<file path="src/rtl/stt_pkg.sv">
// Shared types, codes and constants for the search transposition table.
package stt_pkg;

  localparam int INDEX_BITS_DEFAULT = 16;
  localparam int HASH_W  = 64;
  localparam int TAG_W   = 16;
  localparam int TAG_LSB = HASH_W - TAG_W;
  localparam int MOVE_W  = 16;
  localparam int SCORE_W = 16;
  localparam int DEPTH_W = 7;
  localparam int PLY_W   = 7;

  typedef enum logic {
    REQ_PROBE = 1'b0,
    REQ_WRITE = 1'b1
  } req_kind_t;

  typedef enum logic [1:0] {
    FLAG_EXACT = 2'd0,
    FLAG_LOWER = 2'd1,
    FLAG_UPPER = 2'd2,
    FLAG_EMPTY = 2'd3
  } flag_t;

  typedef enum logic {
    CLR_SWEEP = 1'b0,
    CLR_DONE  = 1'b1
  } clr_state_t;

  typedef struct packed {
    logic [TAG_W-1:0]   tag;
    logic [MOVE_W-1:0]  mv;
    logic [SCORE_W-1:0] score;
    logic [DEPTH_W-1:0] depth;
    flag_t              flag;
  } entry_t;

  localparam int ENTRY_W = $bits(entry_t);

  localparam entry_t ENTRY_RESET = '{
    tag:   '0,
    mv:    '0,
    score: '0,
    depth: '0,
    flag:  FLAG_EMPTY
  };

  typedef struct packed {
    req_kind_t          kind;
    logic [TAG_W-1:0]   tag;
    logic [MOVE_W-1:0]  move;
    logic [DEPTH_W-1:0] depth;
    logic [SCORE_W-1:0] score;
    flag_t              bound;
    logic [SCORE_W-1:0] alpha;
    logic [SCORE_W-1:0] beta;
    logic [PLY_W-1:0]   ply;
  } req_t;

  typedef struct packed {
    logic               tag_hit;
    logic [MOVE_W-1:0]  stored_move;
    logic               cutoff_valid;
    logic [SCORE_W-1:0] cutoff_value;
    logic               entry_replaced;
  } res_t;

  typedef struct packed {
    logic busy;
    logic we;
  } clr_t;

endpackage

</file>
<file path="src/rtl/stt_resolve.sv">
// Probe/cutoff decision and depth-preferred replacement for one slot.
module stt_resolve (
  input  stt_pkg::entry_t entry,
  input  stt_pkg::req_t   req,
  output stt_pkg::res_t   res,
  output stt_pkg::entry_t wr_entry,
  output logic            wr_en
);

  logic replace;
  logic hit;
  logic deep;
  logic signed [stt_pkg::SCORE_W-1:0] sc, alpha, beta;

  assign sc    = $signed(entry.score);
  assign alpha = $signed(req.alpha);
  assign beta  = $signed(req.beta);

  assign replace = (entry.flag == stt_pkg::FLAG_EMPTY) || (entry.depth <= req.depth) ||
                   (entry.flag == stt_pkg::FLAG_EXACT);
  assign hit  = (entry.tag == req.tag);
  assign deep = (entry.depth >= req.depth) && (req.ply != '0);

  assign wr_en    = (req.kind == stt_pkg::REQ_WRITE) && replace;
  assign wr_entry = '{
    tag:   req.tag,
    mv:    req.move,
    score: req.score,
    depth: req.depth,
    flag:  req.bound
  };

  always_comb begin
    res = '0;
    if (req.kind == stt_pkg::REQ_WRITE) begin
      res.entry_replaced = replace;
    end else if (hit) begin
      res.tag_hit     = 1'b1;
      res.stored_move = entry.mv;
      if (deep) begin
        if (entry.flag == stt_pkg::FLAG_EXACT) begin
          res.cutoff_valid = 1'b1;
          res.cutoff_value = entry.score;
        end else if (entry.flag == stt_pkg::FLAG_LOWER && sc >= beta) begin
          res.cutoff_valid = 1'b1;
          res.cutoff_value = req.beta;
        end else if (entry.flag == stt_pkg::FLAG_UPPER && sc <= alpha) begin
          res.cutoff_valid = 1'b1;
          res.cutoff_value = req.alpha;
        end
      end
    end
  end

endmodule

</file>
<file path="config.mk">
export PLATFORM = sky130hd
export DESIGN_NAME = stt_resolve
export DESIGN_NICKNAME = d
export VERILOG_FILES = /design/src/rtl/stt_pkg.sv /design/src/rtl/stt_resolve.sv
export SDC_FILE = /design/constraint.sdc
export NUM_CORES = 1
export LEC_CHECK = 0
export BUFFER_PORTS_ARGS = -buffer_cell sky130_fd_sc_hd__buf_2
export CORE_AREA = 5 5 92 94
export DETAILED_ROUTE_END_ITERATION = 10
export DIE_AREA = 0 0 97 99
export PLACE_DENSITY = 0.75
export SYNTH_ARGS = -nofsm -noshare
export SYNTH_HDL_FRONTEND = slang
export SYNTH_SLANG_ARGS = --single-unit
</file>
<file path="constraint.sdc">
create_clock -name vclk -period 3.33
set_input_delay 0.1665 -clock vclk [all_inputs]
set_output_delay 0.1665 -clock vclk [all_outputs]
set_load 0.02 [all_outputs]
</file>
==> results.md <==
- The area added between synthesis and finish is 20.6%.
- Entering global routing, the biggest net connects 20 pins.
- The Yosys step of the flow raised 0 warnings.
- The signal on the critical path passes through buf_2 -> ha_1 -> a21o_1 -> a21o_1 -> a221oi_2 -> o211a_1 -> o221ai_1 -> a211oi_1 -> buf_2.
- On the critical path, the stage with the largest delay is an instance of sky130_fd_sc_hd__o211a_1.
- The post-cts sizing count is 0.
- The routed wire length is 9740 µm.
- The global-route wire length before repair is approximately 15000 µm.
- The number of top-level pins is around 250.
- The slew at the pin closest to its max-slew limit is around 1.0 ns.
- The stage delay of the slowest cell on the critical path is 0.51 ns.
- The number of antenna diodes in the final layout is 0.
- Global routing used 18.6% of the available tracks across all layers.
- Summing the sequential cell areas from Yosys gives 0% of the chip area.
- The die height is 99 µm.
- The post-route antenna net violation count is 0.
- The number of nets produced by synthesis is 518.
- The final count of pins violating max slew came to 0.
- The cell class contributing the biggest share of worst-path delay is compound AO/OA/AOI/OAI gates.
- Summed over all cells, the static leakage comes to 0.00169 µW.
- The minimum clock period is about 2.8 ns.
- The number of antenna violations at the first check in global routing is 0.
- Before antenna repair, the detailed router went through 4 iterations.
- The final-report hold violation count is 0.
- Counting distinct cell types in the post-synthesis netlist gives 43.
- After routing, the total negative slack on setup checks comes to 0 ns.
- The highest clock frequency the design can meet is 362 MHz.
- The sort of element at the end of the critical path is a primary output.
- Once the floorplan was initialized, standard cells occupied ~33% of the core.
- Across the run, the number of max-cap violations was 0.
- The required time at the worst-slack endpoint is between 3 and 4 ns.
- The worst-case IR drop observed on VDD is 45.4 µV.
- The sort of element at the start of the critical path is a primary input.
- Input and output buffers added on the ports amount to 179.
- For this block, the initial DRC count from the detailed router was 113.
- The mean cell area of the mapped netlist is 7.65 µm².
- Dividing the detail-routed wire length by the instance count gives 18.1 µm.
- The via count of the first global-routing pass is approximately 2800.
- Dividing total power by cell area gives a power density of 112 nW/µm².
- The worst pin sits at a relative slew slack of between 30% and 40%.
- The library cells used most frequently in the layout, excluding fill and tap cells, are 179 x sky130_fd_sc_hd__buf_2, 41 x sky130_fd_sc_hd__inv_1, 39 x sky130_fd_sc_hd__ha_1.
- Leaving out fill and tap cells, the most frequent cell in the layout is sky130_fd_sc_hd__buf_2.
- The critical path in this run is classified as in2out.
- The critical path contains buffers and inverters numbering 2 combined.
- The floorplan has 32 rows.
- Using the TritonRoute via totals, the vias-per-cell ratio works out to a little over 5.
- The core region is 7570 µm².
- After clock tree synthesis, the setup repair step added 0 buffers.
- The die span in x is 97 µm.
- Setup repair after global routing left no endpoint under its margin.
- After global routing the overflow that remains totals 0.
- For this block, the via count after detailed routing is 2737.
- The path class of the tightest hold or removal check is in2out.
- The final net count is 632.
- Of the cells placed in the final design, the portion with a size suffix greater than 1 is 48.1%.
- The gate count of the mapped netlist is approximately 330.
- The HPWL after detailed placement is 8730 µm.
- The hold-fix buffer count after cts is 0.
- Along the worst path, the maximum fanout reaches 17.
- The final worst hold slack is 0.333 ns.
- The final weighted congestion in routability-driven placement is between 0.9 and 1.
- The full die area is ~9600 µm².
- The final routed DRC violation total is 0.
- The flow ran to the end, and the final reports show no timing, DRC or antenna violations.
- The post-synthesis cell area is 2490 µm².
- Setup violations remaining at the end of the flow were counted as 0.
- The flip-flop and latch area is 0 µm².
- Dividing the final minimum period by the clock period gives 83.1%.
- The count of clock-net buffers in the final layout is 0.
- The data arrival time of the critical path is between 2 and 3 ns.
- The final sequential cell count is 0.
## routing by layer
layer	wire length [µm]	GRT usage (%)	vias to the layer above
met5	0	0	-
met4	55	1.30	0
met3	854	4.95	4
met2	4840	34.7	164
met1	3980	22.3	1235
li1	-	-	1334
## synth_stat cells (2+ instances only)
master / n / share of area (%)
sky130_fd_sc_hd__a211oi_2: 9 / 4.5
sky130_fd_sc_hd__and4_1: 3 / 1.1
sky130_fd_sc_hd__nor2_1: 24 / 3.6
sky130_fd_sc_hd__a21oi_1: 11 / 2.2
sky130_fd_sc_hd__buf_4: 59 / 18
sky130_fd_sc_hd__o21ai_0: 4 / 0.81
sky130_fd_sc_hd__and2_1: 18 / 4.5
sky130_fd_sc_hd__xor2_1: 17 / 6.0
sky130_fd_sc_hd__nor4_1: 4 / 1.0
sky130_fd_sc_hd__o311a_1: 2 / 0.81
sky130_fd_sc_hd__o31ai_2: 10 / 5.0
sky130_fd_sc_hd__ha_1: 39 / 20
sky130_fd_sc_hd__nor3_1: 3 / 0.60
sky130_fd_sc_hd__o31ai_1: 7 / 2.1
sky130_fd_sc_hd__o211ai_2: 2 / 1.0
sky130_fd_sc_hd__o221ai_1: 17 / 6.0
sky130_fd_sc_hd__nand3_1: 2 / 0.40
sky130_fd_sc_hd__a211oi_1: 7 / 2.1
sky130_fd_sc_hd__inv_1: 41 / 6.2
sky130_fd_sc_hd__nand2_1: 7 / 1.1
sky130_fd_sc_hd__a21o_1: 4 / 1.2
sky130_fd_sc_hd__buf_6: 4 / 1.8
sky130_fd_sc_hd__o21ai_1: 2 / 0.40
sky130_fd_sc_hd__nand4_1: 5 / 1.3
sky130_fd_sc_hd__clkbuf_1: 2 / 0.30
sky130_fd_sc_hd__buf_2: 5 / 1.0
## cell type report
class | instances | area [µm²]
fill | 819 | 4570
inverter | 43 | 161
multi-input combinational | 211 | 1780
tap | 102 | 128
timing repair buffer | 183 | 926
## report_power, final
group	internal [µW]	leakage [µW]	switching, µW
clock	0	0	0
sequential	0	0	0
combinational	142	0.00169	193
total	142	0.00169	193
## cells by family after synthesis
logic type,count (synthesis),synth area share (%)
AO/OA/AOI/OAI,84,30.1
XOR/XNOR,17,5.99
adder cells (fa/ha/maj),39,19.6
buffers and inverters,114,28.2
AND/OR/NAND/NOR,71,16.0
## per-stage QoR
step	power (µW)	instances	area (µm²)	worst slack (ns)	util (%)
after floorplan	272	325	2490	1.02	-
after global placement	327	539	3000	0.649	39.6
after detailed placement	335	539	3000	0.584	39.6
after CTS	337	539	3000	0.581	39.6
after global routing	372	539	3000	0.452	39.6
final	335	539	3000	0.564	39.6
## final timing paths
check | from | cells after the start | end
max | entry[14] | 9 | res[1]
min | req[78] | 0 | wr_entry[39]
Note: power is estimated with default switching activity, not from simulation.
