--- src/rtl/stt_pkg.sv ---
// Shared types, codes and constants for the search transposition table.
package stt_pkg;

  localparam int INDEX_BITS_DEFAULT = 16;
  localparam int HASH_W  = 64;
  localparam int TAG_W   = 16;
  localparam int TAG_LSB = HASH_W - TAG_W;
  localparam int MOVE_W  = 16;
  localparam int SCORE_W = 16;
  localparam int DEPTH_W = 7;
  localparam int PLY_W   = 7;

  typedef enum logic {
    REQ_PROBE = 1'b0,
    REQ_WRITE = 1'b1
  } req_kind_t;

  typedef enum logic [1:0] {
    FLAG_EXACT = 2'd0,
    FLAG_LOWER = 2'd1,
    FLAG_UPPER = 2'd2,
    FLAG_EMPTY = 2'd3
  } flag_t;

  typedef enum logic {
    CLR_SWEEP = 1'b0,
    CLR_DONE  = 1'b1
  } clr_state_t;

  typedef struct packed {
    logic [TAG_W-1:0]   tag;
    logic [MOVE_W-1:0]  mv;
    logic [SCORE_W-1:0] score;
    logic [DEPTH_W-1:0] depth;
    flag_t              flag;
  } entry_t;

  localparam int ENTRY_W = $bits(entry_t);

  localparam entry_t ENTRY_RESET = '{
    tag:   '0,
    mv:    '0,
    score: '0,
    depth: '0,
    flag:  FLAG_EMPTY
  };

  typedef struct packed {
    req_kind_t          kind;
    logic [TAG_W-1:0]   tag;
    logic [MOVE_W-1:0]  move;
    logic [DEPTH_W-1:0] depth;
    logic [SCORE_W-1:0] score;
    flag_t              bound;
    logic [SCORE_W-1:0] alpha;
    logic [SCORE_W-1:0] beta;
    logic [PLY_W-1:0]   ply;
  } req_t;

  typedef struct packed {
    logic               tag_hit;
    logic [MOVE_W-1:0]  stored_move;
    logic               cutoff_valid;
    logic [SCORE_W-1:0] cutoff_value;
    logic               entry_replaced;
  } res_t;

  typedef struct packed {
    logic busy;
    logic we;
  } clr_t;

endpackage

--- src/rtl/stt_clear.sv ---
// Post-reset sweep that writes the empty entry into every table slot.
module stt_clear #(
  parameter int INDEX_BITS = stt_pkg::INDEX_BITS_DEFAULT
) (
  input  logic                  clk,
  input  logic                  rst,
  output stt_pkg::clr_t         clr,
  output logic [INDEX_BITS-1:0] addr
);

  stt_pkg::clr_state_t state, state_next;
  logic [INDEX_BITS-1:0] cnt, cnt_next;
  logic last;

  assign last = (cnt == {INDEX_BITS{1'b1}});
  assign addr = cnt;

  always_comb begin
    state_next = state;
    unique case (state)
      stt_pkg::CLR_SWEEP: if (last) state_next = stt_pkg::CLR_DONE;
      stt_pkg::CLR_DONE:  state_next = stt_pkg::CLR_DONE;
      default:            state_next = stt_pkg::CLR_SWEEP;
    endcase
  end

  always_comb begin
    clr      = '0;
    cnt_next = cnt;
    unique case (state)
      stt_pkg::CLR_SWEEP: begin
        clr.busy = 1'b1;
        clr.we   = 1'b1;
        cnt_next = cnt + 1'b1;
      end
      stt_pkg::CLR_DONE: begin
        clr = '0;
      end
      default: begin
        clr = '0;
      end
    endcase
  end

  always_ff @(posedge clk) begin
    if (rst) begin
      state <= stt_pkg::CLR_SWEEP;
      cnt   <= '0;
    end else begin
      state <= state_next;
      cnt   <= cnt_next;
    end
  end

endmodule

--- config.mk ---
export PLATFORM = sky130hd
export DESIGN_NAME = stt_clear
export DESIGN_NICKNAME = d
export VERILOG_FILES = /design/src/rtl/stt_pkg.sv /design/src/rtl/stt_clear.sv
export SDC_FILE = /design/constraint.sdc
export NUM_CORES = 1
export LEC_CHECK = 0
export ABC_AREA = 1
export BUFFER_PORTS_ARGS = -buffer_cell sky130_fd_sc_hd__buf_2
export CELL_PAD_IN_SITES_DETAIL_PLACEMENT = 0
export CELL_PAD_IN_SITES_GLOBAL_PLACEMENT = 1
export CORE_MARGIN = 2
export CORE_UTILIZATION = 32
export CTS_CLUSTER_DIAMETER = 50
export DETAILED_ROUTE_END_ITERATION = 6
export PLACE_DENSITY = 0.7
export SLEW_MARGIN = 20
export SYNTH_ARGS = -nofsm -noshare
export SYNTH_HDL_FRONTEND = slang
export SYNTH_SLANG_ARGS = --single-unit
--- constraint.sdc ---
create_clock -name clk -period 1.43 [get_ports clk]
set_clock_uncertainty 0.15 [all_clocks]
set_input_delay 0.0715 -clock clk [delete_from_list [all_inputs] [get_ports clk]]
set_output_delay 0.0715 -clock clk [all_outputs]
set_load 0.05 [all_outputs]
==> flow_metrics.tcl, run 1 <==
set metrics [dict create \
    status "finished clean" \
    dr.pass1.iters 2 \
    synth.yosys.seq_area_share_pct 37.6 \
    grt_max_degree 10 \
    cts.sinks 17 \
    avgSynthCellArea_sq_um 6.75 \
    setup_ws_ns 0.0188 \
    maxSlewViolCount 0 \
    place_hpwl_microns 1530 \
    synth.cell_area_sq_um 905 \
    startpoint "addr[1]" \
    rows 19 \
    insertion_delay_ns 0.28 \
    period_share_pct 98.7 \
    dieArea_sq_mm 0.00327 \
    clock.fmax_mhz 709 \
    grt_pass1_vias 850 \
    holdWs_ns 0.357 \
    cts.path.max_buffers 2 \
    vdd_ir_drop_max_uv 437 \
    criticalPathCategory "flip-flop to flip-flop" \
    syn2layout_area_growth_pct 24.1 \
    first_iter_violations 19 \
    cts_tree "done" \
    finalNetCount 161 \
    fp.dieH_microns 57.2 \
    cp-end-kind "flip-flop" \
    place_congestion 0.860 \
    slew_headroom_pct 79.7 \
    coreArea_sq_mm 0.00271 \
    cts-root-buf "clkbuf_4" \
    tightest_slew_ns 0.303 \
    cp_max_fo 7 \
    vias_per_cell 4.65 \
    post-place-ws_ns 0.00111 \
    max_stage_delay_ns 0.39 \
    final_antenna_net_count 0 \
    required_ns 1.46 \
    grt_overflow 0 \
    ys_top_cells_by_area "dfxtp_1 38%, nor2_1 12%, nand2_1 11%, inv_1 7.1%, nor2_4 5.0%" \
    synth_top_area_share_pct 37.6 \
    fillers 319 \
    synth_fp_nets 137 \
    die_w_microns 57.2 \
    grt_pass1_wl_microns 3500 \
    cp-start-kind "flip-flop" \
    setup_violations 0 \
    drcViolationCount 0 \
    cp_cell_sequence "ha_4 > nand3_4 > nor2_4 > buf_4 > nand4_1 > nand2_1 > nor2_1" \
    path_clk_slew_ns 0.10 \
    hold_path_class "flip-flop to flip-flop" \
    antennaDiodeCount 0 \
    synth_area_leader_cell "dfxtp_1" \
    fin_crit_ns 1.41 \
    p_leak_uw 0.000477 \
    r2r_start "addr[1]" \
    final-hold-violation-count 0 \
    start_util_pct 33.4 \
    ioPinCount 20 \
    synthCells 134 \
    power_density_mw_per_mm2 730 \
    cap_violations 0 \
    routedWlPerCell_microns 11.1 \
    synthDistinctLibCells 23 \
    antenna_found_initial 0 \
    rsz0062_at_grt "yes" \
    cp.arrival_ns 1.44 \
    track_usage_pct 13.7 \
    numCtsBuffers 3 \
    htree_num_levels 1 \
    port_buffers 19 \
    vias 874 \
    cpMaxStageDelayCell "dfxtp_4" \
    drt-total-wl_microns 2090 \
    yosys_warnings 0 \
    min_from "addr[3]" \
    ys_ff_latch 17 \
    drive_gt1_share_pct 33.1 \
]
metrics by stage:
stage / instance area [sq um] / power, uW / cells / utilization [%] / setup TNS [ns]
after detailed placement: 1060 / 574 / 182 / 39.3 / 0
after global placement: 1060 / 573 / 182 / 39.3 / 0
after global routing: 1120 / 880 / 188 / 41.4 / -0.176
final: 1120 / 819 / 188 / 41.4 / 0
after CTS: 1100 / 838 / 187 / 40.6 / 0
after floorplan: 943 / 558 / 134 / - / -0.0357
worst max-delay path: cells and delay by family, from the launching register on:
family,cells,cell delay [ns]
and+or+nand+nor,5,0.47
DFF,1,0.39
adders and majority gates,1,0.16
buffers and inverters,1,0.15
logic make-up (layout without fill, tap and decap cells):
family	after synthesis	count (layout)	share of synthesized area, %
AO/OA/AOI/OAI	12	12	6.78
XOR/XNOR	2	2	1.94
adder cells (fa/ha/maj)	1	1	1.38
buffers and inverters	21	44	9.27
flip-flops	17	17	37.6
AND/OR/NAND/NOR	81	81	43.0
synth_stat cells:
cell	count
a31oi_1	1
nand3_1	6
clkinv_1	1
buf_2	1
o21ai_0	3
xor2_1	1
ha_1	1
nand2_2	4
nor3_1	5
xnor2_1	1
nand2_1	27
nor2_2	1
dfxtp_1	17
nand4_1	3
nand2_4	2
nor3_2	1
inv_1	17
inv_2	1
nor2_1	28
o21ai_1	2
a21oi_1	6
nor2_4	4
buf_4	1
state kept, by name, summed over array words and instances (netlist names):
name	count
addr	16
state	1
path summary, 6_finish.rpt:
kind / end / cells past startpoint / slack (ns)
worst min-delay path: addr[3] / 2 / 0.36
worst min register to register: addr[3] / 2 / 0.36
worst max register to register: addr[12] / 7 / 0.02
worst max-delay path: addr[12] / 7 / 0.02
timing repair:
| action | 4_1_cts | 5_1_grt |
|---|---|---|
| cloned | 0 | 0 |
| endpoints found under the hold margin | 8 | 0 |
| buffers inserted | 0 | 1 |
| hold buffers | 1 | 0 |
| resized for setup | 0 | 3 |
| pin swaps | 1 | 3 |
| endpoints found under the setup margin | 1 | 6 |
layout by cell type (no fill, tap or decap), types with 3 or more instances in the layout:
cell / instances
a21oi_1: 6
inv_1: 17
nand4_1: 3
nand2_1: 27
dfxtp_2: 12
nand3_1: 5
nor2_1: 28
nor3_1: 5
clkbuf_4: 3
nor2_4: 5
buf_2: 19
nand2_2: 4
o21ai_0: 3
dfxtp_1: 3
per-layer routing:
layer / GRT usage (%) / share of wire [%] / vias up
met3: 2.72 / 3.0 / 2
met5: 0 / 0 / -
li1: - / - / 466
met1: 17.0 / 46 / 395
met2: 23.6 / 50 / 11
met4: 4.98 / 0.81 / 0
power by group:
group,switching [uW],leakage (uW),total [uW],internal (uW)
sequential,11.4,0.000145,492,481
combinational,52.1,0.000317,73.3,21.2
clock,146,0.0000150,254,108
cell type report:
type,count,area (sq um),share of cell area [%]
inverter,19,71.3,6.35
sequential,17,363,32.3
multi-input combinational,96,510,45.5
clock buffer,4,26.3,2.34
timing repair buffer,21,113,10.0
tap,31,38.8,3.46
Power figures use the tool's default switching activity.
==> run 2, diff against run 1 <==
==> constraint.sdc (replaced) <==
create_clock -name clk -period 1.43 [get_ports clk]
set_clock_uncertainty 0.15 [all_clocks]
set_input_delay 0.2145 -clock clk [delete_from_list [all_inputs] [get_ports clk]]
set_output_delay 0.2145 -clock clk [all_outputs]
set_load 0.05 [all_outputs]
==> run 2 against run 1 <==
Effect of this change: routed wire length is 0.53% higher; final area is 0.45% higher; cell count stayed put; clock power about the same.
==> flow_metrics.tcl, run 2 (synthesis gave the netlist of run 1 again) <==
set metrics [dict create \
    cap_violations 0 \
    hold_path_class "input port to flip-flop" \
    cts_hold_buf 0 \
    cts.path.max_buffers 2 \
    routedWlPerCell_microns 11.2 \
    coreArea_sq_mm 0.00271 \
    cp-end-kind "flip-flop" \
    status "finished clean" \
    drive_gt1_share_pct 33.8 \
    start_util_pct 33.4 \
    grt_pass1_wl_microns 3480 \
    cp-start-kind "flip-flop" \
    rows 19 \
    critPathTopFamily "simple AND/OR/NAND/NOR gates" \
    criticalPathCategory "flip-flop to flip-flop" \
    cts.sinks 17 \
    die_w_microns 57.2 \
    port_buffers 19 \
    r2r_setup_slack_ns 0.02 \
    power_uw 817 \
    period_share_pct 98.8 \
    dr.pass1.iters 4 \
    rsz0062_at_grt "yes" \
    syn2layout_area_growth_pct 24.6 \
    first_iter_violations 17 \
    ioPinCount 20 \
    required_ns 1.46 \
    path_clk_slew_ns 0.10 \
    clock.fmax_mhz 708 \
    post_dp_cell_area_sq_mm 0.00106 \
    place_hpwl_microns 1530 \
    track_usage_pct 13.7 \
    numCtsBuffers 3 \
    grt_overflow 0 \
    cp_cell_sequence "ha_4 > nand3_4 > nor2_4 > buf_4 > nand4_1 > nand2_1 > nor2_1" \
    grt_max_degree 10 \
    critPathBufInv 1 \
    grt_pass1_vias 847 \
    final_common_cell "nor2_1" \
    setup_violations 0 \
    fin_util_pct 41.6 \
    cp.arrival_ns 1.44 \
    vias 875 \
    tightest_slew_ns 0.303 \
    final_cell_mix "28 x nor2_1, 27 x nand2_1, 17 x inv_1, 17 x buf_2, 11 x dfxtp_2" \
    fin_area_sq_mm 0.00113 \
    dieArea_sq_mm 0.00327 \
    post-place-ws_ns 0.00111 \
    vias_per_cell 4.65 \
    drcViolationCount 0 \
    antenna_found_initial 0 \
    place_congestion 0.860 \
    p_leak_uw 0.000482 \
    setup_ws_ns 0.0174 \
    htree_num_levels 1 \
    cpMaxStageDelayCell "dfxtp_4" \
    cts-root-buf "clkbuf_4" \
    fin_crit_ns 1.41 \
    vdd_ir_drop_max_uv 434 \
    cts_tree "done" \
    antennaDiodeCount 0 \
    power_density_mw_per_mm2 725 \
    fp.dieH_microns 57.2 \
    drt-total-wl_microns 2100 \
    final_antenna_net_count 0 \
    slew_headroom_pct 79.8 \
    final-hold-violation-count 0 \
    finalSetupTns_ns 0 \
    insertion_delay_ns 0.28 \
    largest_reg_flops 16 \
    max_stage_delay_ns 0.38 \
    cp_max_fo 7 \
    maxSlewViolCount 0 \
    finalNetCount 161 \
]
-- run 2: cell count changes in the layout (fill, tap and decap cells not counted), sizes merged --
| cell | previous run | this run |
|---|---|---|
| dlygate4sd3 | 1 | 0 |
| buf | 20 | 21 |
-- run 2: area by class of cell --
class | count | area, sq um
Fill cell | 315 | 1580
Multi-Input combinational cell | 96 | 510
Sequential cell | 17 | 365
Timing Repair Buffer | 21 | 115
Inverter | 19 | 71.3
Tap cell | 31 | 38.8
Clock buffer | 4 | 26.3
-- run 2: routing by layer --
layer	GRT usage, %	part of all wire [%]	vias up
li1	-	-	466
met1	16.8	47	396
met2	23.6	50	11
met3	2.72	3.0	2
met4	4.98	0.81	0
met5	0	0	-
-- run 2: stage by stage --
step / hold WS [ns] / instances
after floorplan: 0.306 / 134
final: 0.0717 / 188
after global placement: 0.336 / 182
after CTS: 0.0684 / 186
after global routing: 0.0501 / 188
after detailed placement: 0.343 / 182
-- run 2: path summary, 6_finish.rpt --
kind,from,end,depth (start not counted)
max,addr[1],addr[12],7
min,rst,addr[5],2
min reg2reg,addr[3],addr[3],2
max reg2reg,addr[1],addr[12],7
-- run 2: power breakdown --
part | internal (uW) | total, uW | switching [uW] | leakage [uW]
sequential | 479 | 490 | 11.3 | 0.000145
clock | 108 | 254 | 145 | 0.0000150
combinational | 20.9 | 73.1 | 52.2 | 0.000322
-- run 2: timing repair --
item,CTS,global route
endpoints found under the setup margin,3,5
buffers inserted,0,2
resized for setup,1,7
pin swaps,1,2
